===== src/rtl/i2cms_pkg.sv =====
// ----------------------------------------------------------------------------
// I2C master sequencer package
// Transaction types, phase encoding and command codes shared by the
// sequencer.
// ----------------------------------------------------------------------------
package i2cms_pkg;

  typedef enum logic [1:0] {
    MODE_LOAD     = 2'd0,
    MODE_START_WR = 2'd1,
    MODE_START_RD = 2'd2,
    MODE_EVENT    = 2'd3
  } mode_t;

  typedef enum logic [3:0] {
    PH_IDLE     = 4'd0,
    PH_ADDR     = 4'd1,
    PH_ADDR_ACK = 4'd2,
    PH_SEND     = 4'd3,
    PH_DATA_ACK = 4'd4,
    PH_RECV     = 4'd5,
    PH_ACK      = 4'd6,
    PH_NACK     = 4'd7,
    PH_STOP     = 4'd8
  } phase_t;

  typedef enum logic [2:0] {
    CMD_NONE  = 3'd0,
    CMD_START = 3'd1,
    CMD_SEND  = 3'd2,
    CMD_RDACK = 3'd3,
    CMD_RECV  = 3'd4,
    CMD_ACKB  = 3'd5,
    CMD_STOP  = 3'd6
  } cmd_t;

  typedef struct packed {
    mode_t      mode;
    logic [7:0] dev_address;
    logic [7:0] length;
    logic       send_stop;
    logic [3:0] load_index;
    logic [7:0] data_byte;
  } in_item_t;

  typedef struct packed {
    cmd_t       command;
    logic [7:0] tx_byte;
    logic       nack_select;
    logic       rx_valid;
    logic [7:0] rx_index;
    logic [7:0] rx_byte;
    logic       done_res;
  } out_item_t;

endpackage


===== src/rtl/i2c_master_transaction_sequencer.sv =====
// ----------------------------------------------------------------------------
// I2C master transaction sequencer
// Steps a byte-level I2C controller through one transaction, issuing one
// command per completed controller command and delivering received bytes.
//
//   Channel  Direction  Handshake               Payload
//   in       input      in_valid / in_stall     in_data  (i2cms_pkg::in_item_t)
//   out      output     out_valid / out_stall   out_data (i2cms_pkg::out_item_t)
//
// A transaction may be accepted in every cycle in which in_stall is low.
// The result appears in the output register on the cycle after acceptance.
// Load transactions write the transmit buffer when load_index is below its depth and give no result.
// in_stall is high only while a result is held and out_stall is high.
// Synchronous reset returns the sequencer to idle with no result pending.
// ----------------------------------------------------------------------------
module i2c_master_transaction_sequencer #(
  parameter int TX_DEPTH = 16
) (
  input  logic                  clk,
  input  logic                  rst,
  input  logic                  in_valid,
  output logic                  in_stall,
  input  i2cms_pkg::in_item_t   in_data,
  output logic                  out_valid,
  input  logic                  out_stall,
  output i2cms_pkg::out_item_t  out_data
);
  import i2cms_pkg::*;

  localparam int BUF_DEPTH = (TX_DEPTH < 16) ? TX_DEPTH : 16;
  localparam int IDX_W     = (BUF_DEPTH > 1) ? $clog2(BUF_DEPTH) : 1;
  localparam int BUF_SLOTS = 2 ** IDX_W;

  phase_t     phase, phase_next;
  logic       is_write, is_write_next;
  logic [7:0] byte_position, byte_position_next;
  logic [7:0] byte_count, byte_count_next;
  logic [7:0] target_address, target_address_next;
  logic       stop_at_end, stop_at_end_next;
  logic [7:0] tx_buffer [BUF_SLOTS];

  out_item_t  result;
  logic       accept;
  logic       has_result;
  logic [7:0] buf_byte;
  logic [8:0] clamp_len;
  phase_t     after_transfer;

  assign in_stall   = out_valid && out_stall;
  assign accept     = in_valid && !in_stall;
  assign has_result = (in_data.mode != MODE_LOAD);
  assign buf_byte   = tx_buffer[byte_position[IDX_W-1:0]];
  assign clamp_len  = ({1'b0, in_data.length} > 9'(TX_DEPTH)) ? 9'(TX_DEPTH)
                                                              : {1'b0, in_data.length};
  assign after_transfer = stop_at_end ? PH_STOP : PH_IDLE;

  always_ff @(posedge clk) begin
    if (accept && in_data.mode == MODE_LOAD &&
        {5'b0, in_data.load_index} < 9'(BUF_DEPTH)) begin
      tx_buffer[in_data.load_index[IDX_W-1:0]] <= in_data.data_byte;
    end
  end

  always_comb begin
    phase_next          = phase;
    is_write_next       = is_write;
    byte_position_next  = byte_position;
    byte_count_next     = byte_count;
    target_address_next = target_address;
    stop_at_end_next    = stop_at_end;
    unique case (in_data.mode)
      MODE_LOAD: begin
      end
      MODE_START_WR, MODE_START_RD: begin
        is_write_next       = (in_data.mode == MODE_START_WR);
        target_address_next = in_data.dev_address;
        byte_position_next  = 8'd0;
        byte_count_next     = (in_data.mode == MODE_START_WR) ? clamp_len[7:0]
                                                              : in_data.length;
        stop_at_end_next    = (in_data.mode == MODE_START_WR) ? in_data.send_stop : 1'b1;
        phase_next          = PH_ADDR;
      end
      MODE_EVENT: begin
        case (phase)
          PH_ADDR:     phase_next = PH_ADDR_ACK;
          PH_ADDR_ACK: begin
            if (byte_count == 8'd0) begin
              phase_next = after_transfer;
            end else begin
              phase_next = is_write ? PH_SEND : PH_RECV;
            end
          end
          PH_SEND: begin
            byte_position_next = byte_position + 8'd1;
            phase_next         = PH_DATA_ACK;
          end
          PH_DATA_ACK: begin
            phase_next = (byte_position >= byte_count) ? after_transfer : PH_SEND;
          end
          PH_RECV: begin
            phase_next = (({1'b0, byte_position} + 9'd1) >= {1'b0, byte_count}) ? PH_NACK
                                                                               : PH_ACK;
          end
          PH_ACK: begin
            byte_position_next = byte_position + 8'd1;
            phase_next         = PH_RECV;
          end
          PH_NACK:     phase_next = PH_STOP;
          PH_STOP:     phase_next = PH_IDLE;
          PH_IDLE: begin
            byte_position_next = 8'd0;
            byte_count_next    = 8'd0;
          end
          default:     phase_next = PH_IDLE;
        endcase
      end
    endcase
  end

  always_comb begin
    result = '0;
    unique case (in_data.mode)
      MODE_LOAD: begin
      end
      MODE_START_WR, MODE_START_RD: result.command = CMD_START;
      MODE_EVENT: begin
        case (phase)
          PH_ADDR: begin
            result.command = CMD_SEND;
            result.tx_byte = target_address;
          end
          PH_ADDR_ACK, PH_DATA_ACK: result.command = CMD_RDACK;
          PH_SEND: begin
            result.command = CMD_SEND;
            result.tx_byte = buf_byte;
          end
          PH_RECV: result.command = CMD_RECV;
          PH_ACK, PH_NACK: begin
            result.command     = CMD_ACKB;
            result.nack_select = (phase == PH_NACK);
            result.rx_valid    = 1'b1;
            result.rx_index    = byte_position;
            result.rx_byte     = in_data.data_byte;
          end
          PH_STOP: result.command = CMD_STOP;
          PH_IDLE: result.done_res = 1'b1;
          default: result.command = CMD_NONE;
        endcase
      end
    endcase
  end

  always_ff @(posedge clk) begin
    if (rst) begin
      phase          <= PH_IDLE;
      is_write       <= 1'b0;
      byte_position  <= 8'd0;
      byte_count     <= 8'd0;
      target_address <= 8'd0;
      stop_at_end    <= 1'b0;
      out_valid      <= 1'b0;
    end else begin
      if (accept) begin
        phase          <= phase_next;
        is_write       <= is_write_next;
        byte_position  <= byte_position_next;
        byte_count     <= byte_count_next;
        target_address <= target_address_next;
        stop_at_end    <= stop_at_end_next;
        out_valid      <= has_result;
      end else if (!out_stall) begin
        out_valid <= 1'b0;
      end
    end
  end

  always_ff @(posedge clk) begin
    if (accept && has_result) begin
      out_data <= result;
    end
  end

  a_load_no_result: assert property (@(posedge clk) disable iff (rst)
    accept && in_data.mode == MODE_LOAD |=> !out_valid)
    else $error("Load transaction produced a result.");

  a_start_phase: assert property (@(posedge clk) disable iff (rst)
    accept && (in_data.mode == MODE_START_WR || in_data.mode == MODE_START_RD)
    |=> phase == PH_ADDR && byte_position == 8'd0)
    else $error("Start did not restart the sequence.");

  a_write_position: assert property (@(posedge clk) disable iff (rst)
    is_write |-> byte_position <= byte_count)
    else $error("Write position ran past the byte count.");

  a_write_clamp: assert property (@(posedge clk) disable iff (rst)
    is_write |-> {1'b0, byte_count} <= 9'(TX_DEPTH))
    else $error("Write length exceeds the transmit buffer.");

  a_rx_only_ackb: assert property (@(posedge clk) disable iff (rst)
    out_valid && out_data.rx_valid |-> out_data.command == CMD_ACKB && !out_data.done_res)
    else $error("Received byte delivered outside an acknowledge command.");

endmodule

===== config.mk =====
export PLATFORM = sky130hd
export DESIGN_NAME = i2c_master_transaction_sequencer
export DESIGN_NICKNAME = d
export VERILOG_FILES = /design/src/rtl/i2cms_pkg.sv /design/src/rtl/i2c_master_transaction_sequencer.sv
export SDC_FILE = /design/constraint.sdc
export NUM_CORES = 1
export LEC_CHECK = 0
export BUFFER_PORTS_ARGS = -buffer_cell sky130_fd_sc_hd__buf_2
export CORE_AREA = 3 3 126 128
export DETAILED_ROUTE_END_ITERATION = 7
export DIE_AREA = 0 0 129 131
export GPL_TIMING_DRIVEN = 0
export PLACE_DENSITY_LB_ADDON = 0.12
export SLEW_MARGIN = 20
export SYNTH_ARGS = -nofsm -noshare
export SYNTH_HDL_FRONTEND = slang
export SYNTH_SLANG_ARGS = --single-unit

===== constraint.sdc =====
create_clock -name clk -period 2.8 [get_ports clk]
set_clock_uncertainty 0.2 [all_clocks]
set_input_delay 0.28 -clock clk [delete_from_list [all_inputs] [get_ports clk]]
set_output_delay 0.28 -clock clk [all_outputs]
set_load 0.01 [all_outputs]

==> impl_metrics.env, run 1 <==
export IMPL_relSlewSlack_pct=39.6
export IMPL_dieArea_sq_mm=0.0169
export IMPL_insertion_delay_ns=0.43
export IMPL_whs_ns=0.0431
export IMPL_grt_pass1_vias=4932
export IMPL_crit_fanout=10
export IMPL_cts_made_buffers=17
export IMPL_route_detailed_drc=0
export IMPL_final_instance_count_excl_fill=846
export IMPL_ys_types=48
export IMPL_leakage_nw=3.20
export IMPL_wire_per_inst_microns=20.5
export IMPL_grt_setup_unrepaired="no"
export IMPL_drv_slew=0
export IMPL_die_w_microns=129
export IMPL_first_pass_iters=4
export IMPL_fp_row_count=45
export IMPL_area_delta_synth_final_pct=16.0
export IMPL_max_cap_viol_count=0
export IMPL_tightest_slew_ns=0.899
export IMPL_status="finished clean"
export IMPL_gr_total_overflow=0
export IMPL_hold_path_startpoint="out_stall"
export IMPL_drt_iter0_drc=455
export IMPL_avgSynthCellArea_sq_um=14.9
export IMPL_root_buffer="clkbuf_16"
export IMPL_n_antenna_cell=0
export IMPL_grt_pass1_wl_mm=27.1
export IMPL_cp_start_kind="register"
export IMPL_clockBufferDepth=2
export IMPL_multiInputGateArea_sq_mm=0.00253
export IMPL_antenna_found_initial=0
export IMPL_dp_hpwl_mm=12.2
export IMPL_cts_tree="yes"
export IMPL_yosysWarnings=0
export IMPL_place_inst=800
export IMPL_max_clock_freq_mhz=376
export IMPL_seq_area_sq_mm=0.00545
export IMPL_ys_flop_type="edfxtp_1"
export IMPL_portBuffers=66
export IMPL_synth_area_sq_mm=0.00813
export IMPL_ys_seq_area_share_pct=67.0
export IMPL_vdd_drop_max_v=0.000410
export IMPL_synth_fp_nets=600
export IMPL_cts_num_sinks=193
export IMPL_gp_routability_congestion=0.911
export IMPL_synth_seq_cells=193
export IMPL_grt_max_degree=27
export IMPL_async_flop_share_pct=0
export IMPL_ios=67
export IMPL_nFillCells=1137
export IMPL_route_vias_total=4849
export IMPL_start_util_pct=54.3
export IMPL_synth_cells=545
export IMPL_synth_edff_count=158
export IMPL_finalHoldViolCount=0
export IMPL_layout_nets=700
export IMPL_drt_total_wl_mm=17.3
export IMPL_crit_type="register to register"
export IMPL_power_density_mw_per_mm2=606
export IMPL_setup_viol=0
export IMPL_drive_gt1_share_pct=21.6
export IMPL_clkTransAtPathRegs_ns=0.07
export IMPL_viasPerCell=5.73
export IMPL_cp_end_kind="register"
export IMPL_period_needed_ns=2.66
export IMPL_arrival_ns=2.62
export IMPL_worstPathRequired_ns=2.76
export IMPL_antenna_left=0
export IMPL_hp_class="input port to register"
export IMPL_die_y_microns=131
export IMPL_ctsHtreeMaxLevel=4
export IMPL_grt_use_total_pct=21.8
export IMPL_core_area_sq_mm=0.0150
export IMPL_post_route_period_util_pct=94.9
==> per-stage QoR <==
stage	setup slack, ns	util (%)	cell area [sq um]	setup TNS (ns)	total power, mW
finish	0.142	63.0	9440	0	5.72
global route	0.0109	63.0	9440	0	5.92
CTS	0.0529	63.0	9430	0	5.76
detailed placement	0.0519	58.4	8750	0	3.51
global placement	-0.576	58.1	8700	-22.47	3.50
floorplan	0.290	-	8130	0	3.37
==> routing by layer <==
layer,GRT usage (%),wire length [microns]
met2,36.2,8770
met1,28.6,7320
met5,0,0
met3,4.23,759
met4,8.71,465
==> cells in the final DEF (no fill, tap or decap), types with 4 or more instances in the layout <==
cell / netlist / final
nand4_1: 4 / 4
nand2_1: 42 / 42
and2_1: 18 / 18
o21ai_0: 19 / 19
nand2b_1: 6 / 6
clkbuf_1: 18 / 18
nand3_1: 4 / 4
or3b_1: 5 / 5
a2bb2oi_1: 8 / 8
edfxtp_1: 158 / 158
mux2i_1: 16 / 16
or3_1: 5 / 5
inv_6: 0 / 4
xor2_1: 5 / 5
clkbuf_16: 0 / 17
ha_1: 20 / 20
inv_1: 17 / 17
buf_2: 4 / 69
mux4_2: 32 / 32
a22oi_1: 4 / 4
nor3_1: 10 / 6
nor2_1: 34 / 33
nor3_2: 0 / 4
a21oi_1: 32 / 32
dlygate4sd3_1: 0 / 14
nor4b_1: 5 / 5
dfxtp_1: 35 / 35
==> where the power goes <==
group / internal (mW) / switching (mW)
clock network: 1.16 / 1.10
registers: 3.14 / 0.0179
logic: 0.111 / 0.192
total: 4.42 / 1.31
==> final cells by class <==
type | count | share of cell area, %
Inverter | 17 | 0.676
Timing Repair Buffer | 81 | 5.20
Buffer | 26 | 1.27
Tap cell | 188 | 2.49
Sequential cell | 193 | 57.7
Clock inverter | 15 | 1.30
Clock buffer | 17 | 4.51
Multi-Input combinational cell | 309 | 26.8
==> cell usage after synthesis, types with 4 or more instances <==
cell	count	area share, %
nor2_1	34	1.6
a21oi_1	32	2.0
nand2_1	42	1.9
dfxtp_1	35	8.6
ha_1	20	3.1
clkbuf_1	18	0.83
nand2b_1	6	0.46
xor2_1	5	0.54
buf_2	4	0.25
nor4b_1	5	0.54
or3b_1	5	0.54
mux4_2	32	8.9
and2_1	18	1.4
a2bb2oi_1	8	0.86
inv_1	17	0.78
a22oi_1	4	0.37
edfxtp_1	158	58
o21ai_0	19	1.2
or3_1	5	0.38
nand3_1	4	0.25
nand4_1	4	0.31
mux2i_1	16	2.0
nor3_1	10	0.62
==> worst paths after layout <==
path	slack (ns)	cells past startpoint	endpoint
setup / recovery	0.14	6	out_data[21]$_SDFFCE_PN0P_
hold / removal	0.04	5	out_valid$_SDFFE_PP0P_
setup reg to reg	0.14	6	out_data[21]$_SDFFCE_PN0P_
hold reg to reg	0.26	2	target_address[0]$_SDFFE_PP0P_
==> cells by family after synthesis <==
kind of cell | count (synthesis) | synth area share, %
DFF | 193 | 67.0
and+or+nand+nor | 151 | 9.57
AOI/OAI and AO/OA | 82 | 6.48
muxes | 48 | 10.8
buffers and inverters | 43 | 2.23
adders and majority gates | 20 | 3.08
xor gates and xnor gates | 8 | 0.862
==> worst max-delay path, stage by stage, from the launching register on <==
cell and delay [ns]:
dfxtp_1 0.31, clkbuf_1 0.26, buf_2 0.40, mux4_2 0.58, mux2i_1 0.18, a2bb2oi_1 0.32, o21ai_0 0.14
==> sequential cells by signal (all words and copies together), names as in the netlist, named ones only <==
signal	cells
phase	4
target_address	8
tx_buffer	128
out_data	30
is_write	1
byte_count	8
byte_position	8
out_valid	1
stop_at_end	1
==> timing repair <==
action	4_1_cts	5_1_grt
hold buffers	14	0
buffers inserted	0	0
endpoints found under the hold margin	15	0
endpoints found under the setup margin	0	1
gates resized for setup	0	1
(Power assumes the default switching activity.)
==> inputs of run 2 (changes only) <==
==> constraint.sdc (replaced) <==
create_clock -name clk -period 3.3 [get_ports clk]
set_clock_uncertainty 0.2 [all_clocks]
set_input_delay 0.33 -clock clk [delete_from_list [all_inputs] [get_ports clk]]
set_output_delay 0.33 -clock clk [all_outputs]
set_load 0.01 [all_outputs]
==> run 2 against run 1 <==
Effect of this change: die area stayed put; cell count fell by 0.12%; critical endpoint is now out_data[23]$_SDFFCE_PN0P_; fmax decreased by 1.2%; routed wire length about the same; hold slack lost 0.035 ns; largest power group unchanged; sequential share of layout area is 0.077 points higher; first-iteration DRC count increased by 0.22%; via count increased by 0.35%; non-clock buffer count shrank 1; core utilization down 0.084 points; critical path depth is the same.
==> impl_metrics.env, run 2 (synthesis gave the netlist of run 1 again) <==
export IMPL_largest_reg_flops=128
export IMPL_max_cap_viol_count=0
export IMPL_ff2ff_path_depth=6
export IMPL_portBuffers=66
export IMPL_clkTransAtPathRegs_ns=0.07
export IMPL_gr_total_overflow=0
export IMPL_first_pass_iters=4
export IMPL_clockBufferDepth=2
export IMPL_grt_most_used_layer="met2"
export IMPL_arrival_ns=2.65
export IMPL_cp_end_kind="register"
export IMPL_worst_path_buf_inv=2
export IMPL_cts_made_buffers=17
export IMPL_setup_viol=0
export IMPL_power_density_mw_per_mm2=515
export IMPL_ios=67
export IMPL_cts_setup_buffers=0
export IMPL_multiInputGateArea_sq_mm=0.00253
export IMPL_cts_tree="yes"
export IMPL_use_met2_pct=36.2
export IMPL_hp_class="input port to register"
export IMPL_dp_hpwl_mm=12.2
export IMPL_fp_row_count=45
export IMPL_ctsHtreeMaxLevel=4
export IMPL_leakage_nw=3.19
export IMPL_worstPathRequired_ns=3.26
export IMPL_grt_use_total_pct=21.8
export IMPL_max_clock_freq_mhz=372
export IMPL_grt_max_degree=27
export IMPL_start_util_pct=54.3
export IMPL_nFillCells=1138
export IMPL_relSlewSlack_pct=39.9
export IMPL_root_buffer="clkbuf_16"
export IMPL_post_route_period_util_pct=81.5
export IMPL_dieArea_sq_mm=0.0169
export IMPL_drive_gt1_share_pct=21.6
export IMPL_crit_type="register to register"
export IMPL_cts_num_sinks=193
export IMPL_whs_path_depth=3
export IMPL_slowest_stage="mux4_2"
export IMPL_status="finished clean"
export IMPL_grt_util_met1_pct=28.6
export IMPL_critPathMaxStageDelay_ns=0.57
export IMPL_die_w_microns=129
export IMPL_viasPerCell=5.76
export IMPL_drt_iter0_drc=456
export IMPL_core_area_sq_mm=0.0150
export IMPL_final_common_cell="edfxtp_1"
export IMPL_antenna_found_initial=0
export IMPL_crit_fanout=10
export IMPL_wire_per_inst_microns=20.5
export IMPL_reg2reg_to="out_data[23]$_SDFFCE_PN0P_"
export IMPL_whs_ns=0.00797
export IMPL_route_detailed_drc=0
export IMPL_period_needed_ns=2.69
export IMPL_drv_slew=0
export IMPL_vdd_drop_max_v=0.000347
export IMPL_layout_nets=699
export IMPL_drt_total_wl_mm=17.3
export IMPL_hold_path_startpoint="in_data[24]"
export IMPL_cp_start_kind="register"
export IMPL_grt_use_met3_pct=4.23
export IMPL_n_antenna_cell=0
export IMPL_grt_setup_unrepaired="no"
export IMPL_tightest_slew_ns=0.895
export IMPL_route_vias_total=4866
export IMPL_worstHoldEndpoint="target_address[3]$_SDFFE_PP0P_"
export IMPL_antenna_left=0
export IMPL_ctsHoldBuffers=13
export IMPL_rrSetupSlack_ns=0.61
export IMPL_grt_pass1_wl_mm=27.1
export IMPL_path_cells="clkbuf_1 -> buf_2 -> mux4_2 -> mux2i_1 -> a2bb2oi_1 -> o21ai_0"
export IMPL_die_y_microns=131
export IMPL_grt_pass1_vias=4926
export IMPL_power_total_mw=4.85
export IMPL_postCtsResizedCells=0
export IMPL_layout_common_cells="158 x edfxtp_1, 70 x buf_2, 42 x nand2_1"
export IMPL_finalHoldViolCount=0
export IMPL_cp_top_family="multiplexers"
export IMPL_area_delta_synth_final_pct=15.9
export IMPL_seq_area_sq_mm=0.00545
export IMPL_insertion_delay_ns=0.43
export IMPL_gp_routability_congestion=0.911
## run 2: layer usage
layer / vias to the layer above / wire, microns / share of wire (%)
met4: 0 / 434 / 2.5
met2: 123 / 8780 / 51
met3: 29 / 621 / 3.6
met1: 2425 / 7480 / 43
met5: - / 0 / 0
li1: 2289 / - / -
## run 2: worst max-delay path by stage
stage / to / slack, ns / depth (start not counted) / startpoint
after floorplan: out_data[0]$_SDFFCE_PN0P_ / 0.74 / 3 / in_data[29]
after global placement: out_data[5]$_SDFFCE_PN0P_ / -0.13 / 4 / in_data[29]
after detailed placement: tx_buffer[4][2]$_DFFE_PP_ / 0.52 / 5 / out_stall
after CTS: out_data[23]$_SDFFCE_PN0P_ / 0.55 / 6 / register
after global routing: out_data[23]$_SDFFCE_PN0P_ / 0.49 / 6 / register
final: out_data[23]$_SDFFCE_PN0P_ / 0.61 / 6 / register
## run 2: area by class of cell
| class | count | area share, % |
|---|---|---|
| multi-input combinational | 309 | 26.9 |
| sequential | 193 | 57.8 |
| clock inverter | 15 | 1.30 |
| timing repair buffer | 80 | 5.10 |
| clock buffer | 17 | 4.51 |
| inverter | 17 | 0.677 |
| buffer | 26 | 1.25 |
| tap | 188 | 2.50 |
## run 2: worst register-to-register path: cells and delay by family (launching register included)
kind	cells	cell delay [ns]
DFF	1	0.31
muxes	2	0.75
AOI/OAI and AO/OA	2	0.48
buffers and inverters	2	0.69
## run 2: per-stage QoR
step           setup WS, ns  std cells  TNS, ns  util, %  instance area [sq um]
2_1_floorplan         0.740        545        0        -                   8130
3_3_place_gp         -0.126        799    -3.72     58.1                   8700
3_5_place_dp          0.517        800        0     58.4                   8750
4_1_cts               0.553        845        0     62.9                   9420
5_1_grt               0.495        845        0     62.9                   9420
6_report              0.610        845        0     62.9                   9420
## run 2: report_power, final
group	leakage, nW	internal (mW)	total [mW]	switching [mW]
registers	1.73	2.67	2.68	0.0152
clock network	0.265	0.985	1.91	0.929
logic	1.20	0.0930	0.256	0.163
==> inputs of run 3 (changes only) <==
==> constraint.sdc (replaced) <==
create_clock -name clk -period 2.7 [get_ports clk]
set_clock_uncertainty 0.2 [all_clocks]
set_input_delay 0.27 -clock clk [delete_from_list [all_inputs] [get_ports clk]]
set_output_delay 0.27 -clock clk [all_outputs]
set_load 0.01 [all_outputs]
==> run 3 against run 2 <==
Effect of this change: register-to-register slack got worse by 0.57 ns; non-clock buffer count rose by 1; sequential cell count did not move; critical path depth fell by 2; core utilization rose by 0.13 points; critical path type unchanged; via count down 0.35%; die area is the same; first-iteration DRC count down 5.5%; cell count grew 0.12%; largest power group unchanged.
==> impl_metrics.env, run 3 (synthesis gave the netlist of run 1 again) <==
export IMPL_drt_total_wl_mm=17.4
export IMPL_gr_total_overflow=0
export IMPL_crit_fanout=8
export IMPL_cts_setup_buffers=0
export IMPL_worstPathRequired_ns=2.56
export IMPL_drt_iter0_drc=431
export IMPL_clockBufferDepth=2
export IMPL_grt_max_degree=27
export IMPL_finalHoldViolCount=0
export IMPL_final_common_cell="edfxtp_1"
export IMPL_drive_gt1_share_pct=22.0
export IMPL_vdd_drop_max_v=0.000423
export IMPL_grt_pass1_wl_mm=27.1
export IMPL_dieArea_sq_mm=0.0169
export IMPL_power_density_mw_per_mm2=628
export IMPL_relSlewSlack_pct=39.5
export IMPL_insertion_delay_ns=0.43
export IMPL_grt_pass1_vias=4932
export IMPL_status="finished clean"
export IMPL_n_antenna_cell=0
export IMPL_clkTransAtPathRegs_ns=0.07
export IMPL_arrival_ns=2.51
export IMPL_final_instance_count_excl_fill=846
export IMPL_die_w_microns=129
export IMPL_setup_viol=0
export IMPL_antenna_left=0
export IMPL_cts_made_buffers=17
export IMPL_cp_end_kind="register"
export IMPL_first_pass_iters=5
export IMPL_viasPerCell=5.73
export IMPL_final_util_pct=63.1
export IMPL_power_total_mw=5.93
export IMPL_layout_common_cells="158 x edfxtp_1, 68 x buf_2, 42 x nand2_1"
export IMPL_cts_num_sinks=193
export IMPL_ios=67
export IMPL_die_y_microns=131
export IMPL_setup_tns_ns=0
export IMPL_grt_setup_unrepaired="yes"
export IMPL_route_vias_total=4849
export IMPL_fin_ws_ns=0.0434
export IMPL_start_util_pct=54.3
export IMPL_whs_ns=0.0335
export IMPL_place_inst=800
export IMPL_critPathMaxStageDelay_ns=0.64
export IMPL_gp_routability_congestion=0.911
export IMPL_portBuffers=66
export IMPL_grt_use_total_pct=21.8
export IMPL_fp_row_count=45
export IMPL_worst_path_buf_inv=0
export IMPL_wire_per_inst_microns=20.5
export IMPL_core_area_sq_mm=0.0150
export IMPL_period_needed_ns=2.66
export IMPL_path_cells="a21boi_1 -> nand2_1 -> or3_1 -> nor2_1"
export IMPL_leakage_nw=3.20
export IMPL_route_detailed_drc=0
export IMPL_placed_area_sq_mm=0.00875
export IMPL_root_buffer="clkbuf_16"
export IMPL_nFillCells=1136
export IMPL_dpl_worst_slack_ns=-0.0481
export IMPL_hp_class="input port to register"
export IMPL_tightest_slew_ns=0.900
export IMPL_crit_type="register to register"
export IMPL_layout_nets=700
export IMPL_largest_reg_flops=128
export IMPL_ctsHtreeMaxLevel=4
export IMPL_cts_tree="yes"
export IMPL_antenna_found_initial=0
export IMPL_area_delta_synth_final_pct=16.1
export IMPL_slowest_stage="nor2_1"
export IMPL_dp_hpwl_mm=12.2
export IMPL_cp_start_kind="register"
export IMPL_max_clock_freq_mhz=376
export IMPL_post_route_period_util_pct=98.4
export IMPL_max_cap_viol_count=0
export IMPL_drv_slew=0
export IMPL_cp_top_family="simple AND/OR/NAND/NOR gates"
export IMPL_fin_area_sq_mm=0.00944
==> run 3: cell types whose count changed in the layout (fill, tap and decap cells not counted) <==
| cell | delta |
|---|---|
| a2111oi_0 | -1 |
| clkbuf_2 | +1 |
| buf_4 | +2 |
| dlygate4sd3_1 | +1 |
| a2111oi_1 | +1 |
| buf_2 | -2 |
| buf_1 | -1 |
| dfxtp_1 | -2 |
| dfxtp_2 | +2 |
==> run 3: cell type report <==
class / count / area (sq um) / area share, %
Sequential cell: 193 / 5450 / 57.7
Multi-Input combinational cell: 309 / 2530 / 26.8
Timing Repair Buffer: 81 / 490 / 5.19
Clock buffer: 17 / 425 / 4.50
Tap cell: 188 / 235 / 2.49
Buffer: 26 / 124 / 1.31
Clock inverter: 15 / 123 / 1.30
Inverter: 17 / 63.8 / 0.676
==> run 3: what timing repair did <==
item,in CTS,in global routing
endpoints found under the setup margin,1,27
resized for setup,2,4
hold buffers,14,0
endpoints found under the hold margin,15,0
==> run 3: report_power, final <==
part	leakage, nW	switching [mW]	internal, mW
sequential	1.73	0.0185	3.26
clock	0.265	1.14	1.20
combinational	1.20	0.200	0.115
total	3.20	1.35	4.58
==> run 3: final timing paths <==
path                                                startpoint                        endpoint  slack (ns)  cells past startpoint
worst max-delay path                    out_valid$_SDFFE_PP0P_       tx_buffer[8][7]$_DFFE_PP_        0.04                      4
worst min-delay path                                 out_stall          out_valid$_SDFFE_PP0P_        0.03                      5
worst max register to register          out_valid$_SDFFE_PP0P_       tx_buffer[8][7]$_DFFE_PP_        0.04                      4
worst min register to register  target_address[0]$_SDFFE_PP0P_  target_address[0]$_SDFFE_PP0P_        0.26                      2
==> run 3: layer usage <==
| metal | share of wire (%) | GRT usage, % |
|---|---|---|
| met5 | 0 | 0 |
| met4 | 2.7 | 8.71 |
| met3 | 3.9 | 4.23 |
| met2 | 51 | 36.2 |
| met1 | 43 | 28.6 |
==> run 3: worst min-delay path, delay by kind of cell <==
family / cells / cell delay (ns)
simple gates: 3 / 0.19
buf+inv: 2 / 0.17
